`src/didsc_pkg.sv`:
```
// types and constants shared by the device idle detect scanner
// no dependencies; used by every module of the block but the table memory
`timescale 1ns / 1ps

package didsc_pkg;

   // request modes
   localparam logic [1:0] MODE_TICK     = 2'd0;
   localparam logic [1:0] MODE_SETTINGS = 2'd1;
   localparam logic [1:0] MODE_BUSY     = 2'd2;

   // device idle kinds
   localparam logic [1:0] KIND_NORMAL = 2'd0;
   localparam logic [1:0] KIND_DISK   = 2'd1;

   // configuration register indexes
   localparam logic CSR_ON_BATTERY = 1'b0;
   localparam logic CSR_SPINDOWN   = 1'b1;

   localparam logic [31:0] IDLE_MAX = 32'hFFFF_FFFF;

   typedef struct packed {
      logic [1:0]  mode;
      logic [3:0]  device_slot;
      logic        entry_enable;
      logic [1:0]  entry_kind;
      logic [31:0] battery_idle_time;
      logic [31:0] ac_idle_time;
      logic [2:0]  target_state;
      logic [15:0] busy_refs;
      logic [15:0] busy_ticks;
   } req_type;

   typedef struct packed {
      logic [3:0] device_index;
      logic [2:0] pwr_state;
      logic       unknown_kind_fault;
      logic       last;
   } rsp_type;

   // per-entry settings word
   typedef struct packed {
      logic [1:0]  kind;
      logic [31:0] battery_thr;
      logic [31:0] ac_thr;
      logic [2:0]  target;
   } entry_cfg_type;

   // per-entry busy status word
   typedef struct packed {
      logic [15:0] refs;
      logic [15:0] brief;
   } busy_cnt_type;

   typedef struct packed {
      logic [15:0] new_brief;
      logic        brief_wr;
      logic [31:0] new_idle;
      logic        evt_valid;
      logic        fault;
      logic [2:0]  pwr_state;
   } step_out_type;

   typedef struct packed {
      logic    push;
      logic    flush;
      rsp_type item;
   } qctl_type;

   typedef struct packed {
      logic ready;
      logic pend_valid;
   } qstat_type;

   typedef enum logic [3:0] {
      ST_IDLE  = 4'b0001,
      ST_READ  = 4'b0010,
      ST_EXEC  = 4'b0100,
      ST_FLUSH = 4'b1000
   } scan_state_type;

endpackage

```
`src/didsc_entry_ram.sv`:
```
// one-write one-read table memory with registered read data
// no dependencies; instantiated by the scanner top level
`timescale 1ns / 1ps

module didsc_entry_ram #(
   parameter int DEPTH = 16,
   parameter int WIDTH = 32,
   parameter int ADDR_W = 4
) (
   input  logic              clock,
   input  logic              wr_en,
   input  logic [ADDR_W-1:0] wr_addr,
   input  logic [WIDTH-1:0]  wr_data,
   input  logic              rd_en,
   input  logic [ADDR_W-1:0] rd_addr,
   output logic [WIDTH-1:0]  rd_data
);

   logic [WIDTH-1:0] mem [DEPTH];
   logic [WIDTH-1:0] rd_data_ff;

   always_ff @(posedge clock) begin
      if (wr_en) begin
         mem[wr_addr] <= wr_data;
      end
      if (rd_en) begin
         rd_data_ff <= mem[rd_addr];
      end
   end

   assign rd_data = rd_data_ff;

endmodule

```
`src/didsc_step_unit.sv`:
```
// shared per-entry update: busy handling, idle count advance, threshold compare
// depends on didsc_pkg
`timescale 1ns / 1ps

module didsc_step_unit (
   input  didsc_pkg::busy_cnt_type  busy,
   input  logic [31:0]              idle_ticks,
   input  didsc_pkg::entry_cfg_type cfg,
   input  logic                     on_battery,
   input  logic [31:0]              spindown_timeout,
   output didsc_pkg::step_out_type  result
);

   logic        advanced;
   logic [31:0] thr;
   logic [31:0] incremented;

   assign incremented = idle_ticks + 32'd1;

   always_comb begin
      advanced = 1'b0;
      thr = 32'd0;
      result.new_brief = busy.brief;
      result.brief_wr = 1'b0;
      result.new_idle = idle_ticks;
      result.evt_valid = 1'b0;
      result.fault = 1'b0;
      result.pwr_state = cfg.target;
      priority if (busy.refs != 16'd0) begin
         result.new_idle = 32'd0;
      end else if (busy.brief != 16'd0) begin
         result.new_brief = busy.brief - 16'd1;
         result.brief_wr = 1'b1;
         result.new_idle = 32'd0;
      end else begin
         advanced = (idle_ticks != didsc_pkg::IDLE_MAX);
         if (advanced) begin
            result.new_idle = incremented;
         end
         unique case (cfg.kind)
            didsc_pkg::KIND_NORMAL: begin
               thr = on_battery ? cfg.battery_thr : cfg.ac_thr;
            end
            didsc_pkg::KIND_DISK: begin
               thr = spindown_timeout;
            end
            default: begin
               // unknown kind: report a fault, no power request
               result.fault = 1'b1;
               result.pwr_state = 3'd0;
               result.evt_valid = 1'b1;
            end
         endcase
         if (!result.fault && advanced && (thr != 32'd0) && (result.new_idle == thr)) begin
            result.evt_valid = 1'b1;
         end
      end
   end

endmodule

```
`src/didsc_result_queue.sv`:
```
// result holding stage and output register; marks the last result of a tick
// depends on didsc_pkg
`timescale 1ns / 1ps

module didsc_result_queue (
   input  logic                clock,
   input  logic                reset,
   input  didsc_pkg::qctl_type ctl,
   output didsc_pkg::qstat_type status,
   output logic                rsp_valid,
   input  logic                rsp_stall,
   output didsc_pkg::rsp_type  rsp_data
);

   logic               pend_v_ff, pend_v_in;
   didsc_pkg::rsp_type pend_ff, pend_in;
   logic               out_v_ff, out_v_in;
   didsc_pkg::rsp_type out_ff, out_in;
   logic               out_free;

   assign out_free = !out_v_ff || !rsp_stall;

   always_comb begin
      pend_v_in = pend_v_ff;
      pend_in = pend_ff;
      out_v_in = out_v_ff && rsp_stall;
      out_in = out_ff;
      if (ctl.push && (!pend_v_ff || out_free)) begin
         // held result moves out once a newer one shows it is not last
         if (pend_v_ff) begin
            out_v_in = 1'b1;
            out_in = pend_ff;
            out_in.last = 1'b0;
         end
         pend_v_in = 1'b1;
         pend_in = ctl.item;
      end else if (ctl.flush && pend_v_ff && out_free) begin
         out_v_in = 1'b1;
         out_in = pend_ff;
         out_in.last = 1'b1;
         pend_v_in = 1'b0;
      end
   end

   always_ff @(posedge clock) begin
      if (reset) begin
         pend_v_ff <= 1'b0;
         out_v_ff <= 1'b0;
      end else begin
         pend_v_ff <= pend_v_in;
         out_v_ff <= out_v_in;
      end
      pend_ff <= pend_in;
      out_ff <= out_in;
   end

   assign status.ready = !pend_v_ff || out_free;
   assign status.pend_valid = pend_v_ff;
   assign rsp_valid = out_v_ff;
   assign rsp_data = out_ff;

endmodule

```
`src/device_idle_detect_scanner_top.sv`:
```
// device idle detect scanner, top level: sequencer, valid bits, registers
// depends on didsc_pkg, didsc_entry_ram, didsc_step_unit, didsc_result_queue
`timescale 1ns / 1ps

// usage
//  request channel (req_valid / req_stall / req_data): mode 1 loads an entry's
//  settings, mode 2 its busy status, mode 0 runs a tick scan; mode 3 and writes
//  to a slot at or above NUM_DEVICES are dropped
//  a write request gives no result
//  a tick walks the table in slot order: an unregistered entry is skipped in
//  ST_READ, a registered one passes ST_READ (table read), then ST_EXEC (the
//  shared step unit and write-back), and the walk closes in ST_FLUSH; the
//  registered table read is not overlapped with the step
//  req_stall stays high for the whole scan
//  result channel (rsp_valid / rsp_stall / rsp_data): one result per power
//  request or unknown-kind fault, last set on the final one; a quiet tick
//  gives none. a result is held back one slot so that last can be known
//  a stalled receiver pauses the scan once the output register and the
//  holding stage are full; nothing is lost
//  csr port: index 0 on_battery, index 1 spindown_timeout; write only while idle
//  reset: all entries unregistered, busy and idle counters read as zero,
//  registers cleared; no clearing pass is needed

module device_idle_detect_scanner_top #(
   parameter int NUM_DEVICES = 16
) (
   input  logic               clock,
   input  logic               reset,
   input  logic               req_valid,
   output logic               req_stall,
   input  didsc_pkg::req_type req_data,
   output logic               rsp_valid,
   input  logic               rsp_stall,
   output didsc_pkg::rsp_type rsp_data,
   input  logic               csr_write_enable,
   input  logic               csr_index,
   input  logic [31:0]        csr_write_data
);

   localparam int IDX_W = (NUM_DEVICES > 1) ? $clog2(NUM_DEVICES) : 1;
   localparam int CFG_W = $bits(didsc_pkg::entry_cfg_type);
   localparam int BUSY_W = $bits(didsc_pkg::busy_cnt_type);

   // sequencer state
   didsc_pkg::scan_state_type state_ff, state_in;
   logic [IDX_W-1:0]          scan_idx_ff, scan_idx_in;
   logic                      scan_at_end;

   // per-entry flags: registered, busy word written, idle word written
   logic [NUM_DEVICES-1:0] entry_valid_ff, entry_valid_in;
   logic [NUM_DEVICES-1:0] busy_init_ff, busy_init_in;
   logic [NUM_DEVICES-1:0] idle_init_ff, idle_init_in;
   logic                   busy_init_rd_ff, busy_init_rd_in;
   logic                   idle_init_rd_ff, idle_init_rd_in;

   // configuration registers
   logic        on_battery_ff, on_battery_in;
   logic [31:0] spindown_ff, spindown_in;

   // request decode
   logic             req_fire;
   logic             slot_ok;
   logic [IDX_W-1:0] slot_addr;
   logic             settings_wr;
   logic             busy_req_wr;

   // table ports
   logic                     cfg_wr_en;
   didsc_pkg::entry_cfg_type cfg_wr_data;
   didsc_pkg::entry_cfg_type cfg_rd_data;
   logic                     busy_wr_en;
   logic [IDX_W-1:0]         busy_wr_addr;
   didsc_pkg::busy_cnt_type  busy_wr_data;
   didsc_pkg::busy_cnt_type  busy_rd_data;
   didsc_pkg::busy_cnt_type  busy_eff;
   logic                     idle_wr_en;
   logic [31:0]              idle_rd_data;
   logic [31:0]              idle_eff;
   logic                     rd_en;

   // step unit and result queue
   didsc_pkg::step_out_type step;
   logic                    exec_adv;
   logic [31:0]             scan_idx_wide;
   didsc_pkg::qctl_type     q_ctl;
   didsc_pkg::qstat_type    q_stat;

   assign req_stall = (state_ff != didsc_pkg::ST_IDLE);
   assign req_fire = req_valid && !req_stall;
   assign slot_ok = (32'(req_data.device_slot) < NUM_DEVICES);
   assign slot_addr = IDX_W'(req_data.device_slot);
   assign settings_wr = req_fire && (req_data.mode == didsc_pkg::MODE_SETTINGS) && slot_ok;
   assign busy_req_wr = req_fire && (req_data.mode == didsc_pkg::MODE_BUSY) && slot_ok;

   assign scan_at_end = (scan_idx_ff == IDX_W'(NUM_DEVICES - 1));
   assign scan_idx_wide = 32'(scan_idx_ff);

   // only registered entries are read; the rest are skipped without a read
   assign rd_en = (state_ff == didsc_pkg::ST_READ) && entry_valid_ff[scan_idx_ff];

   // counters never written since reset read as zero
   assign busy_eff = busy_init_rd_ff ? busy_rd_data : '0;
   assign idle_eff = idle_init_rd_ff ? idle_rd_data : 32'd0;

   // an entry with an event waits until the result queue has room
   assign exec_adv = (state_ff == didsc_pkg::ST_EXEC) && (!step.evt_valid || q_stat.ready);

   assign cfg_wr_en = settings_wr;
   assign cfg_wr_data.kind = req_data.entry_kind;
   assign cfg_wr_data.battery_thr = req_data.battery_idle_time;
   assign cfg_wr_data.ac_thr = req_data.ac_idle_time;
   assign cfg_wr_data.target = req_data.target_state;

   always_comb begin
      busy_wr_en = busy_req_wr;
      busy_wr_addr = slot_addr;
      busy_wr_data.refs = req_data.busy_refs;
      busy_wr_data.brief = req_data.busy_ticks;
      if (state_ff == didsc_pkg::ST_EXEC) begin
         // brief busy tick consumed by the scan
         busy_wr_en = exec_adv && step.brief_wr;
         busy_wr_addr = scan_idx_ff;
         busy_wr_data.refs = busy_eff.refs;
         busy_wr_data.brief = step.new_brief;
      end
   end

   assign idle_wr_en = exec_adv;

   // result queue control
   assign q_ctl.push = (state_ff == didsc_pkg::ST_EXEC) && step.evt_valid;
   assign q_ctl.flush = (state_ff == didsc_pkg::ST_FLUSH);
   assign q_ctl.item.device_index = scan_idx_wide[3:0];
   assign q_ctl.item.pwr_state = step.pwr_state;
   assign q_ctl.item.unknown_kind_fault = step.fault;
   assign q_ctl.item.last = 1'b0;

   // sequencer
   always_comb begin
      state_in = state_ff;
      scan_idx_in = scan_idx_ff;
      unique case (state_ff)
         didsc_pkg::ST_IDLE: begin
            if (req_fire && (req_data.mode == didsc_pkg::MODE_TICK)) begin
               state_in = didsc_pkg::ST_READ;
               scan_idx_in = '0;
            end
         end
         didsc_pkg::ST_READ: begin
            if (rd_en) begin
               state_in = didsc_pkg::ST_EXEC;
            end else if (scan_at_end) begin
               state_in = didsc_pkg::ST_FLUSH;
            end else begin
               scan_idx_in = scan_idx_ff + 1'b1;
            end
         end
         didsc_pkg::ST_EXEC: begin
            if (exec_adv) begin
               if (scan_at_end) begin
                  state_in = didsc_pkg::ST_FLUSH;
               end else begin
                  state_in = didsc_pkg::ST_READ;
                  scan_idx_in = scan_idx_ff + 1'b1;
               end
            end
         end
         didsc_pkg::ST_FLUSH: begin
            // held result leaves with last set, or there was none
            if (!q_stat.pend_valid || q_stat.ready) begin
               state_in = didsc_pkg::ST_IDLE;
            end
         end
         default: begin
            state_in = didsc_pkg::ST_IDLE;
         end
      endcase
   end

   // per-entry flags and read-side init flags
   always_comb begin
      entry_valid_in = entry_valid_ff;
      busy_init_in = busy_init_ff;
      idle_init_in = idle_init_ff;
      busy_init_rd_in = busy_init_rd_ff;
      idle_init_rd_in = idle_init_rd_ff;
      if (settings_wr) begin
         entry_valid_in[slot_addr] = req_data.entry_enable;
      end
      if (busy_wr_en) begin
         busy_init_in[busy_wr_addr] = 1'b1;
      end
      if (idle_wr_en) begin
         idle_init_in[scan_idx_ff] = 1'b1;
      end
      if (rd_en) begin
         busy_init_rd_in = busy_init_ff[scan_idx_ff];
         idle_init_rd_in = idle_init_ff[scan_idx_ff];
      end
   end

   // configuration registers
   always_comb begin
      on_battery_in = on_battery_ff;
      spindown_in = spindown_ff;
      if (csr_write_enable) begin
         unique case (csr_index)
            didsc_pkg::CSR_ON_BATTERY: on_battery_in = csr_write_data[0];
            didsc_pkg::CSR_SPINDOWN:   spindown_in = csr_write_data;
            default:                   on_battery_in = on_battery_ff;
         endcase
      end
   end

   always_ff @(posedge clock) begin
      if (reset) begin
         state_ff <= didsc_pkg::ST_IDLE;
         scan_idx_ff <= '0;
         entry_valid_ff <= '0;
         busy_init_ff <= '0;
         idle_init_ff <= '0;
         busy_init_rd_ff <= 1'b0;
         idle_init_rd_ff <= 1'b0;
         on_battery_ff <= 1'b0;
         spindown_ff <= 32'd0;
      end else begin
         state_ff <= state_in;
         scan_idx_ff <= scan_idx_in;
         entry_valid_ff <= entry_valid_in;
         busy_init_ff <= busy_init_in;
         idle_init_ff <= idle_init_in;
         busy_init_rd_ff <= busy_init_rd_in;
         idle_init_rd_ff <= idle_init_rd_in;
         on_battery_ff <= on_battery_in;
         spindown_ff <= spindown_in;
      end
   end

   // entry settings table
   didsc_entry_ram #(
      .DEPTH  (NUM_DEVICES),
      .WIDTH  (CFG_W),
      .ADDR_W (IDX_W)
   ) u_cfg_ram (
      .clock   (clock),
      .wr_en   (cfg_wr_en),
      .wr_addr (slot_addr),
      .wr_data (cfg_wr_data),
      .rd_en   (rd_en),
      .rd_addr (scan_idx_ff),
      .rd_data (cfg_rd_data)
   );

   // busy status table
   didsc_entry_ram #(
      .DEPTH  (NUM_DEVICES),
      .WIDTH  (BUSY_W),
      .ADDR_W (IDX_W)
   ) u_busy_ram (
      .clock   (clock),
      .wr_en   (busy_wr_en),
      .wr_addr (busy_wr_addr),
      .wr_data (busy_wr_data),
      .rd_en   (rd_en),
      .rd_addr (scan_idx_ff),
      .rd_data (busy_rd_data)
   );

   // idle tick counters
   didsc_entry_ram #(
      .DEPTH  (NUM_DEVICES),
      .WIDTH  (32),
      .ADDR_W (IDX_W)
   ) u_idle_ram (
      .clock   (clock),
      .wr_en   (idle_wr_en),
      .wr_addr (scan_idx_ff),
      .wr_data (step.new_idle),
      .rd_en   (rd_en),
      .rd_addr (scan_idx_ff),
      .rd_data (idle_rd_data)
   );

   didsc_step_unit u_step (
      .busy             (busy_eff),
      .idle_ticks       (idle_eff),
      .cfg              (cfg_rd_data),
      .on_battery       (on_battery_ff),
      .spindown_timeout (spindown_ff),
      .result           (step)
   );

   didsc_result_queue u_queue (
      .clock     (clock),
      .reset     (reset),
      .ctl       (q_ctl),
      .status    (q_stat),
      .rsp_valid (rsp_valid),
      .rsp_stall (rsp_stall),
      .rsp_data  (rsp_data)
   );

   // scan index stays inside the table while the scan is active
   a_idx_range: assert property (@(posedge clock) disable iff (reset)
      (state_ff == didsc_pkg::ST_READ || state_ff == didsc_pkg::ST_EXEC)
      |-> (scan_idx_wide < NUM_DEVICES))
      else $error("scan index beyond table");

   // an accepted tick starts the walk at slot zero
   a_tick_start: assert property (@(posedge clock) disable iff (reset)
      (req_fire && req_data.mode == didsc_pkg::MODE_TICK)
      |=> (state_ff == didsc_pkg::ST_READ && scan_idx_ff == '0))
      else $error("tick did not start a scan");

   // no result is left held once the scanner is idle again
   a_no_held_when_idle: assert property (@(posedge clock) disable iff (reset)
      (state_ff == didsc_pkg::ST_IDLE) |-> !q_stat.pend_valid)
      else $error("result held after scan end");

   // a fault result never carries a power request
   a_fault_state: assert property (@(posedge clock) disable iff (reset)
      (rsp_valid && rsp_data.unknown_kind_fault) |-> (rsp_data.pwr_state == 3'd0))
      else $error("fault result with power state");

endmodule
```
`config.mk`:
```
export PLATFORM = sky130hd
export DESIGN_NAME = device_idle_detect_scanner_top
export DESIGN_NICKNAME = d
export VERILOG_FILES = /design/src/didsc_pkg.sv /design/src/didsc_entry_ram.sv /design/src/didsc_step_unit.sv /design/src/didsc_result_queue.sv /design/src/device_idle_detect_scanner_top.sv
export SDC_FILE = /design/constraint.sdc
export NUM_CORES = 2
export LEC_CHECK = 0
export BUFFER_PORTS_ARGS = -buffer_cell sky130_fd_sc_hd__buf_4
export CELL_PAD_IN_SITES_DETAIL_PLACEMENT = 0
export CELL_PAD_IN_SITES_GLOBAL_PLACEMENT = 1
export CORE_MARGIN = 4
export CORE_UTILIZATION = 40
export DETAILED_ROUTE_END_ITERATION = 10
export PLACE_DENSITY_LB_ADDON = 0.1
export SYNTH_ARGS = -nofsm -noshare
export SYNTH_HDL_FRONTEND = slang
export SYNTH_HIERARCHICAL = 1
export SYNTH_SLANG_ARGS = --single-unit
```
`constraint.sdc`:
```
create_clock -name clock -period 26.6 [get_ports clock]
set_input_delay 2.66 -clock clock [delete_from_list [all_inputs] [get_ports clock]]
set_output_delay 2.66 -clock clock [all_outputs]
set_load 0.05 [all_outputs]
```
==> results.sh <==
export IMPL_syn_avg_cell_area_sq_um=20.3
export IMPL_finalWirelength_um=234000
export IMPL_vias=44700
export IMPL_grt_pass1_wl_um=337000
export IMPL_cp_required_ps=27080
export IMPL_avgRoutedWirePerCell_um=29.1
export IMPL_postCtsHoldBufs=0
export IMPL_hold_class="reg2reg"
export IMPL_post_cts_buffers=0
export IMPL_drtIter0Drc=3780
export IMPL_antenna_found_initial=22
export IMPL_clk_pin_slew_ps=60
export IMPL_grt_max_degree=137
export IMPL_leakage_nw=33.3
export IMPL_max_freq_mhz=150
export IMPL_finalHoldViolCount=0
export IMPL_fin_cells=8049
export IMPL_drtPass1Iterations=5
export IMPL_slowest_stage="nor2_4"
export IMPL_cp_buffers_inverters=0
export IMPL_pwr_density_cell_mw_per_mm2=73.5
export IMPL_fin_skew_ps=60.7
export IMPL_portBuffers=156
export IMPL_avgViaCountPerCell=5.56
export IMPL_rows=175
export IMPL_netlist_area_sq_mm=0.0922
export IMPL_hpwl_um=137000
export IMPL_synth_warnings=6
export IMPL_cpPeakStageDelay_ps=880
export IMPL_fin_crit_ps=6660
export IMPL_crit_path_end_kind="flip-flop"
export IMPL_cts_resized=0
export IMPL_drv_slew=0
export IMPL_hold_ws_ps=420
export IMPL_syn2layout_area_growth_pct=14.6
export IMPL_syn_nets=4690
export IMPL_die_h_um=488
export IMPL_drtAntennaViolNets=0
export IMPL_criticalPathCategory="reg2reg"
export IMPL_crit_chain="and2_1 -> ha_1 -> nand3_1 -> nor4_2 -> and3_1 -> nor3_1 -> xnor3_1 -> and4_1 -> nand4_1 -> o41ai_2 -> nor2b_1 -> nor2_1 -> or3b_2 -> nor2_4"
export IMPL_grt_util_all_layers=0.196
export IMPL_crit_fanout=33
export IMPL_final_util=0.462
export IMPL_cp_start_kind="flip-flop"
export IMPL_power_total_mw=7.76
export IMPL_vdd_ir_drop_max_mv=0.0661
export IMPL_final_layout_size_suffix_gt1_frac=0.257
export IMPL_io_pin_count=157
export IMPL_drc=0
export IMPL_placed_cells=7572
export IMPL_cts_buffers_inserted=277
export IMPL_die_area_sq_mm=0.238
export IMPL_insertion_delay_ps=920
export IMPL_arrival_ps=7140
export IMPL_gp_congestion=0.824
export IMPL_initial_core_util=0.404
export IMPL_setup_viol=0
export IMPL_synthCells=4538
export IMPL_maxCapViolations=0
export IMPL_gr_total_overflow=0
export IMPL_cts_root_buf="clkbuf_16"
export IMPL_outcome="finished clean"
export IMPL_tns_ps=0
export IMPL_period_share=0.250
export IMPL_clkSinkCount=2371
export IMPL_relSlewSlack=0.108
export IMPL_worstMarginPinSlew_ps=1340
export IMPL_die_w_um=488
export IMPL_fin_nets=4994
export IMPL_cts_tree="done"
export IMPL_cts_buffer_depth=4
export IMPL_rsz0062_at_grt="no"
export IMPL_core_sq_mm=0.228
export IMPL_cts_htree_levels=5
export IMPL_cp_top_family="simple AND/OR/NAND/NOR gates"
export IMPL_first_global_vias=46700
[state kept, by name (all words and copies together), names as in the netlist, 4 cells and up]
| signal | cells |
|---|---|
| busy_init_ff | 16 |
| u_cfg_ram/mem | 1104 |
| entry_valid_ff | 16 |
| idle_init_ff | 16 |
| u_queue/rsp_data | 9 |
| u_cfg_ram/rd_data | 69 |
| state_ff | 4 |
| u_busy_ram/rd_data | 32 |
| u_queue/pend_ff | 8 |
| spindown_ff | 32 |
| scan_idx_ff | 4 |
| u_idle_ram/rd_data | 32 |
| u_busy_ram/mem | 512 |
| u_idle_ram/mem | 512 |
[per-layer routing]
layer | up-vias | share of wire | track usage
met5 | - | 0.00023 | 0
met4 | 8 | 0.031 | 0.0629
met3 | 336 | 0.052 | 0.0385
met2 | 1068 | 0.49 | 0.325
met1 | 24000 | 0.42 | 0.263
li1 | 19300 | - | -
[per-stage QoR]
stage / setup slack, ps / area [sq um]
5_1_grt: 19340 / 106000
4_1_cts: 19710 / 106000
2_1_floorplan: 17620 / 92200
6_report: 19940 / 106000
3_5_place_dp: 19780 / 97200
3_3_place_gp: 19850 / 97200
[placed cells by master (no fill, tap or decap), types with 7 or more instances in the layout]
cell	n
a211oi_1	22
a21oi_1	78
a22oi_1	267
and2_1	73
and3_1	13
buf_4	272
bufinv_16	16
clkbuf_1	50
clkbuf_16	284
clkinv_1	52
clkinv_2	47
dfxtp_1	88
diode_2	11
edfxtp_1	2278
inv_1	24
mux2i_1	55
mux4_2	546
nand2_1	342
nand2b_1	11
nand3_1	44
nand3b_1	9
nand4_1	22
nor2_1	103
nor2_4	39
nor2b_1	28
nor3_1	18
nor3_2	12
nor4_1	20
o211a_1	7
o21ai_0	10
xnor2_1	38
xor2_1	27
[cell type report]
cell class | instances | area (sq um)
diodes | 11 | 27.5
clock buffers | 336 | 7320
clock inverters | 130 | 1060
fillers | 19300 | 123000
inverters | 28 | 105
multi-input cells | 1890 | 21000
flip-flops and latches | 2371 | 70300
well taps | 3009 | 3760
repair buffers | 274 | 2080
[report_power, final]
group          switching [mW]  total (mW)  internal (mW)
clock network            1.44        3.54           2.10
registers             0.00757        4.10           4.09
logic                  0.0847       0.122         0.0374
total                    1.53        7.76           6.23
[worst register-to-register path, stage by stage (launching register included)]
cell	delay, ps
dfxtp_1	870
and2_1	400
ha_1	290
nand3_1	150
nor4_2	440
and3_1	530
nor3_1	170
xnor3_1	410
and4_1	200
nand4_1	160
o41ai_2	140
nor2b_1	320
nor2_1	670
or3b_2	630
nor2_4	890
[final timing paths]
| kind | endpoint | cells past startpoint | slack, ps | startpoint |
|---|---|---|---|---|
| hold reg to reg | u_queue/rsp_data[6]$_DFFE_PP_ | 0 | 420 | u_queue/pend_ff[6]$_DFFE_PP_ |
| setup / recovery | u_idle_ram/mem[1][25]$_DFFE_PP_ | 14 | 19940 | idle_init_rd_ff$_SDFFE_PP0P_ |
| hold / removal | u_queue/rsp_data[6]$_DFFE_PP_ | 0 | 420 | u_queue/pend_ff[6]$_DFFE_PP_ |
| setup reg to reg | u_idle_ram/mem[1][25]$_DFFE_PP_ | 14 | 19940 | idle_init_rd_ff$_SDFFE_PP0P_ |
Power figures use the tool's default switching activity.
